<file path="src/bba_pkg.sv">
package bba_pkg;

    // store geometry
    localparam int NUM_BLOCKS = 1024;
    localparam int WORD_BITS  = 32;
    localparam int NUM_WORDS  = (NUM_BLOCKS + WORD_BITS - 1) / WORD_BITS;
    localparam int WORD_AW    = (NUM_WORDS > 1) ? $clog2(NUM_WORDS) : 1;
    localparam int BIT_W      = $clog2(WORD_BITS);

    // field widths
    localparam int BLK_W = 10;
    localparam int ST_W  = 2;

    typedef logic [BLK_W-1:0]     blk_t;
    typedef logic [ST_W-1:0]      status_t;
    typedef logic [WORD_BITS-1:0] word_t;
    typedef logic [WORD_AW-1:0]   waddr_t;
    typedef logic [BIT_W-1:0]     bitpos_t;

    // status codes
    localparam status_t ST_OK            = 2'd0;
    localparam status_t ST_OUT_OF_BLOCKS = 2'd1;
    localparam status_t ST_DOUBLE_FREE   = 2'd2;
    localparam status_t ST_OUT_OF_RANGE  = 2'd3;

    // request kinds
    localparam logic OP_ALLOC = 1'b0;
    localparam logic OP_FREE  = 1'b1;

    localparam blk_t FDB_RESET = 10'd8;

    // lowest set bit of a word: priority encoder
    function automatic bitpos_t lowest_one(input word_t vec);
        bitpos_t pos;
        pos = '0;
        for (int b = WORD_BITS - 1; b >= 0; b--)
        begin
            if (vec[b])
            begin
                pos = BIT_W'(b);
            end
        end
        return pos;
    endfunction

endpackage

</file>
<file path="src/bba_ram.sv">
module bba_ram #(
    parameter int WIDTH = 32,
    parameter int DEPTH = 32
) (
    input  logic                             clk,
    input  logic                             we,
    input  logic [$clog2(DEPTH > 1 ? DEPTH : 2)-1:0] waddr,
    input  logic [WIDTH-1:0]                 wdata,
    input  logic [$clog2(DEPTH > 1 ? DEPTH : 2)-1:0] raddr,
    output logic [WIDTH-1:0]                 rdata
);

    logic [WIDTH-1:0] mem [DEPTH];

    // one write port, one registered read port
    always_ff @(posedge clk)
    begin
        if (we)
        begin
            mem[waddr] <= wdata;
        end
        rdata <= mem[raddr];
    end

endmodule

</file>
<file path="src/bitmap_block_allocator.sv">
// Bitmap first-fit block allocator.
// Requests arrive on the in_valid/in_ready channel: op selects allocate or
// free, block_index names the block to free. Each request gives exactly one
// result beat on out_valid/out_ready: block_number and status.
// The usage bitmap lives in a one-port-read, one-port-write RAM of 32-bit
// words. An allocate reads one word per cycle upward from the word that holds
// first_data_block until it finds a free, allowed block or has read the last
// word, up to 32 words in all. A free is one read-modify-write of the word
// that holds block_index.
// One request is in flight at a time; the next is accepted the cycle after
// the result is loaded into the output register, while that result may wait.
// Reset clears the per-word valid flags, so every block reads as free at
// once, and first_data_block returns to 8. cfg_we writes first_data_block
// and should only be used while the block is idle.
// If the receiver stalls, the finished result holds in the output register
// and a following result waits in the block, which then accepts nothing.
module bitmap_block_allocator (
    input  logic              clk,
    input  logic              rst_n,
    input  logic              cfg_we,
    input  bba_pkg::blk_t     cfg_wdata,
    input  logic              in_valid,
    output logic              in_ready,
    input  logic              op,
    input  bba_pkg::blk_t     block_index,
    output logic              out_valid,
    input  logic              out_ready,
    output bba_pkg::blk_t     block_number,
    output bba_pkg::status_t  status
);

    import bba_pkg::*;

    localparam logic [1:0] S_IDLE = 2'd0;
    localparam logic [1:0] S_SCAN = 2'd1;
    localparam logic [1:0] S_FREE = 2'd2;
    localparam logic [1:0] S_PUB  = 2'd3;

    logic [1:0]            state_reg, state_next;
    blk_t                  fdb_reg;
    waddr_t                chk_addr_reg, chk_addr_next;
    bitpos_t               idx_bit_reg, idx_bit_next;
    blk_t                  res_num_reg, res_num_next;
    status_t               res_st_reg, res_st_next;
    logic                  out_valid_reg;
    blk_t                  out_num_reg;
    status_t               out_st_reg;
    logic [NUM_WORDS-1:0]  valid_reg;

    waddr_t                rd_addr;
    word_t                 rd_data;
    logic                  ram_we;
    word_t                 ram_wdata;
    word_t                 eff_word;
    word_t                 allowed;
    word_t                 free_vec;
    logic                  hit;
    bitpos_t               hit_pos;
    word_t                 hit_bit;
    word_t                 free_bit;
    logic                  accept;
    logic                  slot_free;
    logic                  fdb_beyond;
    logic                  idx_beyond;

    // bitmap store
    bba_ram #(
        .WIDTH (WORD_BITS),
        .DEPTH (NUM_WORDS)
    ) u_ram (
        .clk   (clk),
        .we    (ram_we),
        .waddr (chk_addr_reg),
        .wdata (ram_wdata),
        .raddr (rd_addr),
        .rdata (rd_data)
    );

    assign in_ready     = (state_reg == S_IDLE);
    assign accept       = in_valid && in_ready;
    assign slot_free    = !out_valid_reg || out_ready;
    assign out_valid    = out_valid_reg;
    assign block_number = out_num_reg;
    assign status       = out_st_reg;

    assign fdb_beyond = (32'(fdb_reg) >= NUM_BLOCKS);
    assign idx_beyond = (32'(block_index) >= NUM_BLOCKS);

    // word under test: a never-written word reads as all free
    assign eff_word = valid_reg[chk_addr_reg] ? rd_data : '0;

    // blocks of this word that may be handed out
    always_comb
    begin
        for (int b = 0; b < WORD_BITS; b++)
        begin
            allowed[b] = ((int'(chk_addr_reg) * WORD_BITS + b) >= int'(fdb_reg))
                      && ((int'(chk_addr_reg) * WORD_BITS + b) < NUM_BLOCKS);
        end
    end

    assign free_vec = ~eff_word & allowed;
    assign hit      = (free_vec != '0);
    assign hit_pos  = lowest_one(free_vec);
    assign hit_bit  = word_t'(1) << hit_pos;
    assign free_bit = word_t'(1) << idx_bit_reg;

    // sequencer
    always_comb
    begin
        state_next    = state_reg;
        chk_addr_next = chk_addr_reg;
        idx_bit_next  = idx_bit_reg;
        res_num_next  = res_num_reg;
        res_st_next   = res_st_reg;
        rd_addr       = WORD_AW'(chk_addr_reg + 1'b1);
        ram_we        = 1'b0;
        ram_wdata     = eff_word;
        case (state_reg)
            S_IDLE:
            begin
                if (op == OP_ALLOC)
                begin
                    rd_addr = WORD_AW'(fdb_reg / WORD_BITS);
                end
                else
                begin
                    rd_addr = WORD_AW'(block_index / WORD_BITS);
                end
                if (accept)
                begin
                    res_num_next = '0;
                    if (op == OP_ALLOC)
                    begin
                        chk_addr_next = WORD_AW'(fdb_reg / WORD_BITS);
                        if (fdb_beyond)
                        begin
                            res_st_next = ST_OUT_OF_BLOCKS;
                            state_next  = S_PUB;
                        end
                        else
                        begin
                            state_next = S_SCAN;
                        end
                    end
                    else
                    begin
                        chk_addr_next = WORD_AW'(block_index / WORD_BITS);
                        idx_bit_next  = BIT_W'(block_index % WORD_BITS);
                        if (idx_beyond)
                        begin
                            res_st_next = ST_OUT_OF_RANGE;
                            state_next  = S_PUB;
                        end
                        else
                        begin
                            state_next = S_FREE;
                        end
                    end
                end
            end
            S_SCAN:
            begin
                if (hit)
                begin
                    ram_we       = 1'b1;
                    ram_wdata    = eff_word | hit_bit;
                    res_num_next = BLK_W'(int'(chk_addr_reg) * WORD_BITS + int'(hit_pos));
                    res_st_next  = ST_OK;
                    state_next   = S_PUB;
                end
                else if (32'(chk_addr_reg) == NUM_WORDS - 1)
                begin
                    res_st_next = ST_OUT_OF_BLOCKS;
                    state_next  = S_PUB;
                end
                else
                begin
                    chk_addr_next = WORD_AW'(chk_addr_reg + 1'b1);
                end
            end
            S_FREE:
            begin
                if ((eff_word & free_bit) == '0)
                begin
                    res_st_next = ST_DOUBLE_FREE;
                end
                else
                begin
                    ram_we      = 1'b1;
                    ram_wdata   = eff_word & ~free_bit;
                    res_st_next = ST_OK;
                end
                state_next = S_PUB;
            end
            S_PUB:
            begin
                if (slot_free)
                begin
                    state_next = S_IDLE;
                end
            end
            default:
            begin
                state_next = S_IDLE;
            end
        endcase
    end

    // control state
    always_ff @(posedge clk or negedge rst_n)
    begin
        if (!rst_n)
        begin
            state_reg     <= S_IDLE;
            fdb_reg       <= FDB_RESET;
            valid_reg     <= '0;
            out_valid_reg <= 1'b0;
        end
        else
        begin
            state_reg <= state_next;
            if (cfg_we)
            begin
                fdb_reg <= cfg_wdata;
            end
            if (ram_we)
            begin
                valid_reg[chk_addr_reg] <= 1'b1;
            end
            if (state_reg == S_PUB && slot_free)
            begin
                out_valid_reg <= 1'b1;
            end
            else if (out_ready)
            begin
                out_valid_reg <= 1'b0;
            end
        end
    end

    // payload registers
    always_ff @(posedge clk)
    begin
        chk_addr_reg <= chk_addr_next;
        idx_bit_reg  <= idx_bit_next;
        res_num_reg  <= res_num_next;
        res_st_reg   <= res_st_next;
        if (state_reg == S_PUB && slot_free)
        begin
            out_num_reg <= res_num_reg;
            out_st_reg  <= res_st_reg;
        end
    end

    // bitmap writes happen only at the end of a scan or a free
    assert property (@(posedge clk) disable iff (!rst_n)
        ram_we |-> (state_reg == S_SCAN || state_reg == S_FREE))
        else $error("bitmap written outside scan or free");

    // an allocation claims a block that was free and allowed
    assert property (@(posedge clk) disable iff (!rst_n)
        (state_reg == S_SCAN && hit) |-> ((eff_word & hit_bit) == '0
            && (allowed & hit_bit) != '0))
        else $error("allocation claimed a used or forbidden block");

    // a failed request never reports a block number
    assert property (@(posedge clk) disable iff (!rst_n)
        (out_valid_reg && out_st_reg != ST_OK) |-> (out_num_reg == '0))
        else $error("nonzero block number on error status");

    // an accepted request always leaves idle
    assert property (@(posedge clk) disable iff (!rst_n)
        accept |=> (state_reg != S_IDLE))
        else $error("request accepted but sequencer stayed idle");

    // a result is only published into a free output slot
    assert property (@(posedge clk) disable iff (!rst_n)
        (out_valid_reg && !out_ready) |=> (out_valid_reg && $stable(out_num_reg)
            && $stable(out_st_reg)))
        else $error("pending result overwritten");

endmodule
</file>
<file path="config.mk">
export PLATFORM = sky130hd
export DESIGN_NAME = bitmap_block_allocator
export DESIGN_NICKNAME = d
export VERILOG_FILES = /design/src/bba_pkg.sv /design/src/bba_ram.sv /design/src/bitmap_block_allocator.sv
export SDC_FILE = /design/constraint.sdc
export NUM_CORES = 2
export LEC_CHECK = 0
export BUFFER_PORTS_ARGS = -buffer_cell sky130_fd_sc_hd__buf_2
export CAP_MARGIN = 20
export CORE_ASPECT_RATIO = 1.75
export CORE_MARGIN = 3
export CORE_UTILIZATION = 40
export DETAILED_ROUTE_END_ITERATION = 8
export HOLD_SLACK_MARGIN = 0.12
export SYNTH_ARGS = -nofsm -noshare
export SYNTH_HDL_FRONTEND = slang
export SYNTH_SLANG_ARGS = --single-unit
</file>
<file path="constraint.sdc">
create_clock -name clk -period 5.09 [get_ports clk]
set_input_delay 1.527 -clock clk [delete_from_list [all_inputs] [get_ports clk]]
set_output_delay 1.527 -clock clk [all_outputs]
set_load 0.02 [all_outputs]
</file>
**Word-level counts from Yosys, hierarchy flattened**

Memories as Yosys holds them, arrays and structs flattened. A register that Yosys moved wholly into a read port is not among the register bits.
Index checks and enable logic that the tools add are counted.

- Flip-flop bits (word level): 79
- Memory bits (writable): 1024
- Bits of input ports: 26
- Output and inout bits: 14
- Word-level logic and storage cells: 243
- Memories kept: 1

Memory list:

| name | words | width | rd ports | clocked after Yosys merged registers in | wr ports | RTL line | source |
|---|---|---|---|---|---|---|---|
| u_ram.mem | 32 | 32 | 1 | 1 | 1 | bba_ram.sv:13 | `logic [WIDTH-1:0] mem [DEPTH];` |

- Add/subtract/negate cells: 33
- Magnitude comparators: 66
- Equality and inequality tests: 10
- Shift-type cells: 2
- Mux-type cells: 66
- Bitwise logic cells: 7
- Reduce and logical (&&, ||, !) cells: 48

Operators by type and width:

| operator | count |
|---|---|
| >= comparator 32 x 11 -> 1 bit | 31 |
| less-than comparator 11 bit, second input constant | 31 |
| two-way mux 5 bit | 37 |
| adder 10 x 5 -> 11 bit, second input constant | 16 |
| bitwise AND 32 bit | 3 |
| two-way mux 32 bit | 3 |
| adder 10 x 4 -> 11 bit, second input constant | 8 |
| NOT 32 bit | 2 |
| OR 32 bit | 2 |
| one-hot mux 32 bit (2 select lines) | 1 |
| << shifter 1 x 5 -> 32 bit, first input constant | 2 |
| adder 10 x 3 -> 11 bit, second input constant | 4 |
| logical AND 1 bit | 35 |
| zero test 32 bit | 1 |
| nonzero test 32 bit | 1 |
| adder 10 x 2 -> 11 bit, second input constant | 2 |
| two-way mux 10 bit | 2 |
| one-hot mux 10 bit (2 select lines) | 1 |
| two-way mux 2 bit | 8 |
| adder 10 x 1 -> 11 bit, second input constant | 1 |
| less-than comparator 10 x 11 -> 1 bit, second input constant | 1 |
| adder 10 x 5 -> 10 bit | 1 |
| >= comparator 10 bit | 1 |
| one-hot mux 5 bit (2 select lines) | 1 |
| 22 further kinds | 37 |

**Depth between registers and ports, before layout**

- Depth after elaboration: 41
- Depth in mapped cells: 15
- Depth with buffers taken out: 11

**Modules after synthesis**

A second synthesis with hierarchy kept.

- Cells, all modules: 2987
- Area total of the unflattened synthesis: 46905.0 µm²

Modules (own cells, without submodules):

| module | times used | cells an instance | area an instance (µm²) |
|---|---|---|---|
| bba_ram | 1 | 2260 | 40485.1 |
| bitmap_block_allocator | 1 | 727 | 6419.9 |

**Least setup slack after synthesis**

OpenSTA, ideal clock, no wires.

- Kind: reg2reg
- From: register chk_addr_reg[4]
- To: memory u_ram.mem[0][1] (data pin)
- Arrival: 4802 ps
- Setup slack: -275 ps
- Stages on the path, launching flop included: 12
- Path buffers: 1
- Path through: edfxtp_1 > ha_1 > a21oi_2 > o31ai_1 > buf_2 > nor3_1 > o32a_1 > inv_1 > a2111oi_0 > o311a_1 > o21bai_1 > o41ai_1

- Longest elaborated chain between the ends: 41
- Elaborated cells on any way between the ends: 173
- Classes of those cells: add/sub (31); order compare (64); shift (1); mux (38); bitwise (5); reduce/logical (34)

Ends and longest elaborated chain:

| element | RTL line | source |
|---|---|---|
| start, declared | bitmap_block_allocator.sv:41 | `waddr_t chk_addr_reg, chk_addr_next;` |
| start signal, assigned | bitmap_block_allocator.sv:245 | `chk_addr_reg <= chk_addr_next;` |
| parallel branches: the longest is 40 deep, another holds >= comparator 32 x 11 -> 1 bit | n/a |  |
| one-hot mux 32 bit (2 select lines) (*) | bitmap_block_allocator.sv:119 | `case (state_reg)` |
| via ram_wdata[1] | bitmap_block_allocator.sv:53 | `word_t ram_wdata;` |
| end, declared | bba_ram.sv:13 |  |

Mark *: on every way through the listed nets, which the timed path passes. The select of a mux whose other input is x is not followed.

**Worst setup path in the final report**

- From: register chk_addr_reg[1]
- To: memory u_ram.mem[17][8] (data pin)

The elaborated chain is that of the path after synthesis.

==> flow_metrics.tcl <==
set metrics [dict create \
    finalMaxSlewViolations 0 \
    crit_chain "buf_12, mux2i_1, o32ai_1, o31ai_1, nand4_2, buf_4, a31o_2, o311a_1, a211o_1, buf_4, a211oi_4, buf_12, o32ai_4, buf_12" \
    yosys.area_share.simple_pct 3.329 \
    wire_per_inst_um 32.32 \
    initial_core_util_pct 40.50 \
    dp_slack_ps 53.71 \
    dr_total_vias 25685 \
    tns_ps 0 \
    grt_max_degree 69 \
    synth_cells 2486 \
    largest_reg_flops 1024 \
    grt_overflow 0 \
    synth_top_family_by_area "multiplexers" \
    first_pass_iters 7 \
    path_clk_slew_ps 60 \
    cts_tree "yes" \
    cp-end-kind "flop" \
    period_share_pct 96.04 \
    p_per_area_mw_per_mm2 704.1 \
    worstPathRequired_ps 5540 \
    synth_fa_ha_area_share_pct 0.4040 \
    die_area_mm2 0.1204 \
    ctsHtreeMaxLevel 3 \
    hold_ws_ps 413.6 \
    grt_usage_pct 23.10 \
    clockRootBuffer "clkbuf_16" \
    synth_area_mm2 0.04646 \
    syn-num-nets 2527 \
    synth_seq_cells 1135 \
    synthArstFlopShare_pct 3.965 \
    maxCapViolations 0 \
    synth_warnings 0 \
    place.gp.congestion 1.010 \
    cp_top_family "compound AO/OA/AOI/OAI gates" \
    vias_per_cell 5.970 \
    power_w 0.03858 \
    clockBufferDepth 3 \
    cts_setup_buffers 0 \
    multi_input_area_mm2 0.01281 \
    finalCriticalPeriod_ps 4889 \
    routed_wl_um 139000 \
    outcome "complete, no violations" \
    crit_buf_inv 5 \
    critPathSlowestCell "a211oi_4" \
    syn_to_final_growth_pct 17.96 \
    dieWidth_um 263.6 \
    synth_xor_area_share_pct 0.03771 \
    drive_gt1_share_pct 31.28 \
    cts_buffers 95 \
    path_common_cell "buf_12" \
    start_kind "flop" \
    synth-compound-area-share_pct 6.170 \
    fin_area_mm2 0.05480 \
    slew_headroom_pct 26.58 \
    fin_nets 2768 \
    first_global_vias 27098 \
    timing.fmax_mhz 204.6 \
    core-area_mm2 0.1147 \
    seq_area_mm2 0.03354 \
    setup_viol 0 \
    criticalPathCategory "reg -> reg" \
    hold_path.class "reg -> reg" \
    grt_pass1_wl_um 198600 \
    drt-initial-drc-count 2526 \
    antenna_found_initial 2 \
    clock_sinks 1135 \
    hold_violations 0 \
    postSynthAreaPerCell_um2 18.69 \
    clk-insertion-delay-late_ps 730 \
    ys.flop_type "edfxtp_1" \
    dp_hpwl_um 87940 \
    cp_max_fo 32 \
    ys_seq_area_share_pct 72.19 \
    row_count 164 \
    die_h_um 456.8 \
    dpl_cell_area_mm2 0.05149 \
    fillerInstances 9406 \
    drcViolationCount 0 \
    synthMuxAreaShare_pct 16.23 \
    ctsHoldBuffers 0 \
    skew_ps 30.71 \
    critPathMaxStageDelay_ps 770 \
    rsz0062_at_grt "no" \
    p_leak_nw 18.01 \
    max-vdd-ir-drop_mv 0.5962 \
    fin_ws_ps 201.4 \
    arrival_ps 5340 \
    portBuffers 39 \
    synth_edf_count 1058 \
    detail-route-antenna-nets 0 \
    synth_cell_types 90 \
    worstMarginPinSlew_ps 1099 \
    io_pins 40 \
]
==> cells in the final DEF (no fill, tap or decap), types with 8 or more instances in the layout <==
master,n
dfrtp_1,44
o32ai_2,12
nand2b_1,9
buf_2,39
nor3_1,12
o21bai_1,41
nor2_1,72
and3_1,13
o21ai_0,65
buf_12,85
bufinv_16,10
clkinvlp_4,8
edfxtp_1,1058
dfxtp_1,32
inv_1,24
a21o_1,13
a211oi_1,14
nand3_1,30
mux2_2,73
mux2i_1,93
clkbuf_16,96
nand2_1,96
ha_1,15
buf_4,171
nor2_4,32
or3_1,9
o22ai_1,8
o211ai_1,42
clkinv_1,13
a21oi_1,84
clkinv_2,13
clkbuf_1,19
mux4_2,256
a31oi_1,14
==> area by class of cell <==
class	count	area share, %
Timing Repair Buffer	301	6.007
Antenna cell	1	0.004566
Clock inverter	55	1.126
Tap cell	1494	3.411
Multi-Input combinational cell	1168	23.38
Sequential cell	1135	61.20
Inverter	26	0.1781
Clock buffer	122	4.690
==> timing repair <==
action                                 4_1_cts  5_1_grt
gates resized for setup                      1        0
endpoints found under the hold margin        0        0
setup endpoints to repair                   16        0
==> logic make-up after synthesis <==
group                      after synthesis
DFF                                   1135
adders and majority gates               15
muxes                                  424
and+or+nand+nor                        323
buffers and inverters                  183
xor gates and xnor gates                 2
AOI/OAI and AO/OA                      404
==> report_power, final <==
group,leakage (nW),total (W),switching [W],internal (W)
sequential,10.5,0.0128,0.000529,0.0123
clock,1.54,0.00754,0.00341,0.00412
combinational,5.93,0.0182,0.0105,0.00767
==> final timing paths <==
check | from | endpoint | slack, ps | cells past startpoint
setup / recovery | chk_addr_reg[1] | u_ram.mem[17][8] | 200 | 14
hold / removal | res_num_reg[8] | block_number[8] | 410 | 0
setup reg to reg | chk_addr_reg[1] | u_ram.mem[17][8] | 200 | 14
hold reg to reg | res_num_reg[8] | block_number[8] | 410 | 0
max in group asynchronous | rst_n | fdb_reg[3] | 3770 | 2
min in group asynchronous | rst_n | valid_reg[1] | 730 | 1
==> Yosys cell counts, types with 6 or more instances <==
library cell     n  area, um2
a211oi_1        14      105.1
buf_4            7      52.55
nand2b_1         9      56.30
nor2b_1          7      43.79
mux2i_1         95      950.9
and2_1           7      43.79
o32ai_1         20      175.2
nand3_1         30      150.1
clkbuf_1        91      341.6
and3_1          13      81.33
mux4_2         256       5766
buf_2           18      90.09
ha_1            15      187.7
a22oi_1          6      45.04
edfxtp_1      1058      31770
buf_1           37      138.9
a21oi_1         85      425.4
dfrtp_1         44       1101
o41ai_1          8      70.07
or3_1            9      56.30
inv_1           24      90.09
o211ai_1        42      315.3
dfxtp_1         32      640.6
mux2_2          73      822.0
a31oi_1         14      87.58
nor2_1         104      390.4
nor3_1          13      65.06
o22ai_1          8      50.05
o31ai_1         12      90.09
nor4_1           6      37.54
nand2_1         96      360.4
o21bai_1        41      307.8
o21ai_0         66      330.3
nand3b_1         6      45.04
a21o_1          13      97.59
==> layer usage <==
metal  GRT usage, %  up-vias  wire length (um)
li1               -    10707                 -
met1          26.89    13639             50330
met2          41.14     1001             73190
met3          3.074      336              7105
met4          12.73        2              8381
met5              0        -                13
==> per-stage QoR <==
| stage | utilization [%] | instances |
|---|---|---|
| 2_1_floorplan | - | 2486 |
| 3_3_place_gp | 44.88 | 4117 |
| 3_5_place_dp | 44.89 | 4118 |
| 4_1_cts | 47.67 | 4295 |
| 5_1_grt | 47.78 | 4302 |
| 6_report | 47.78 | 4302 |
Note: power is estimated with default switching activity, not from simulation.
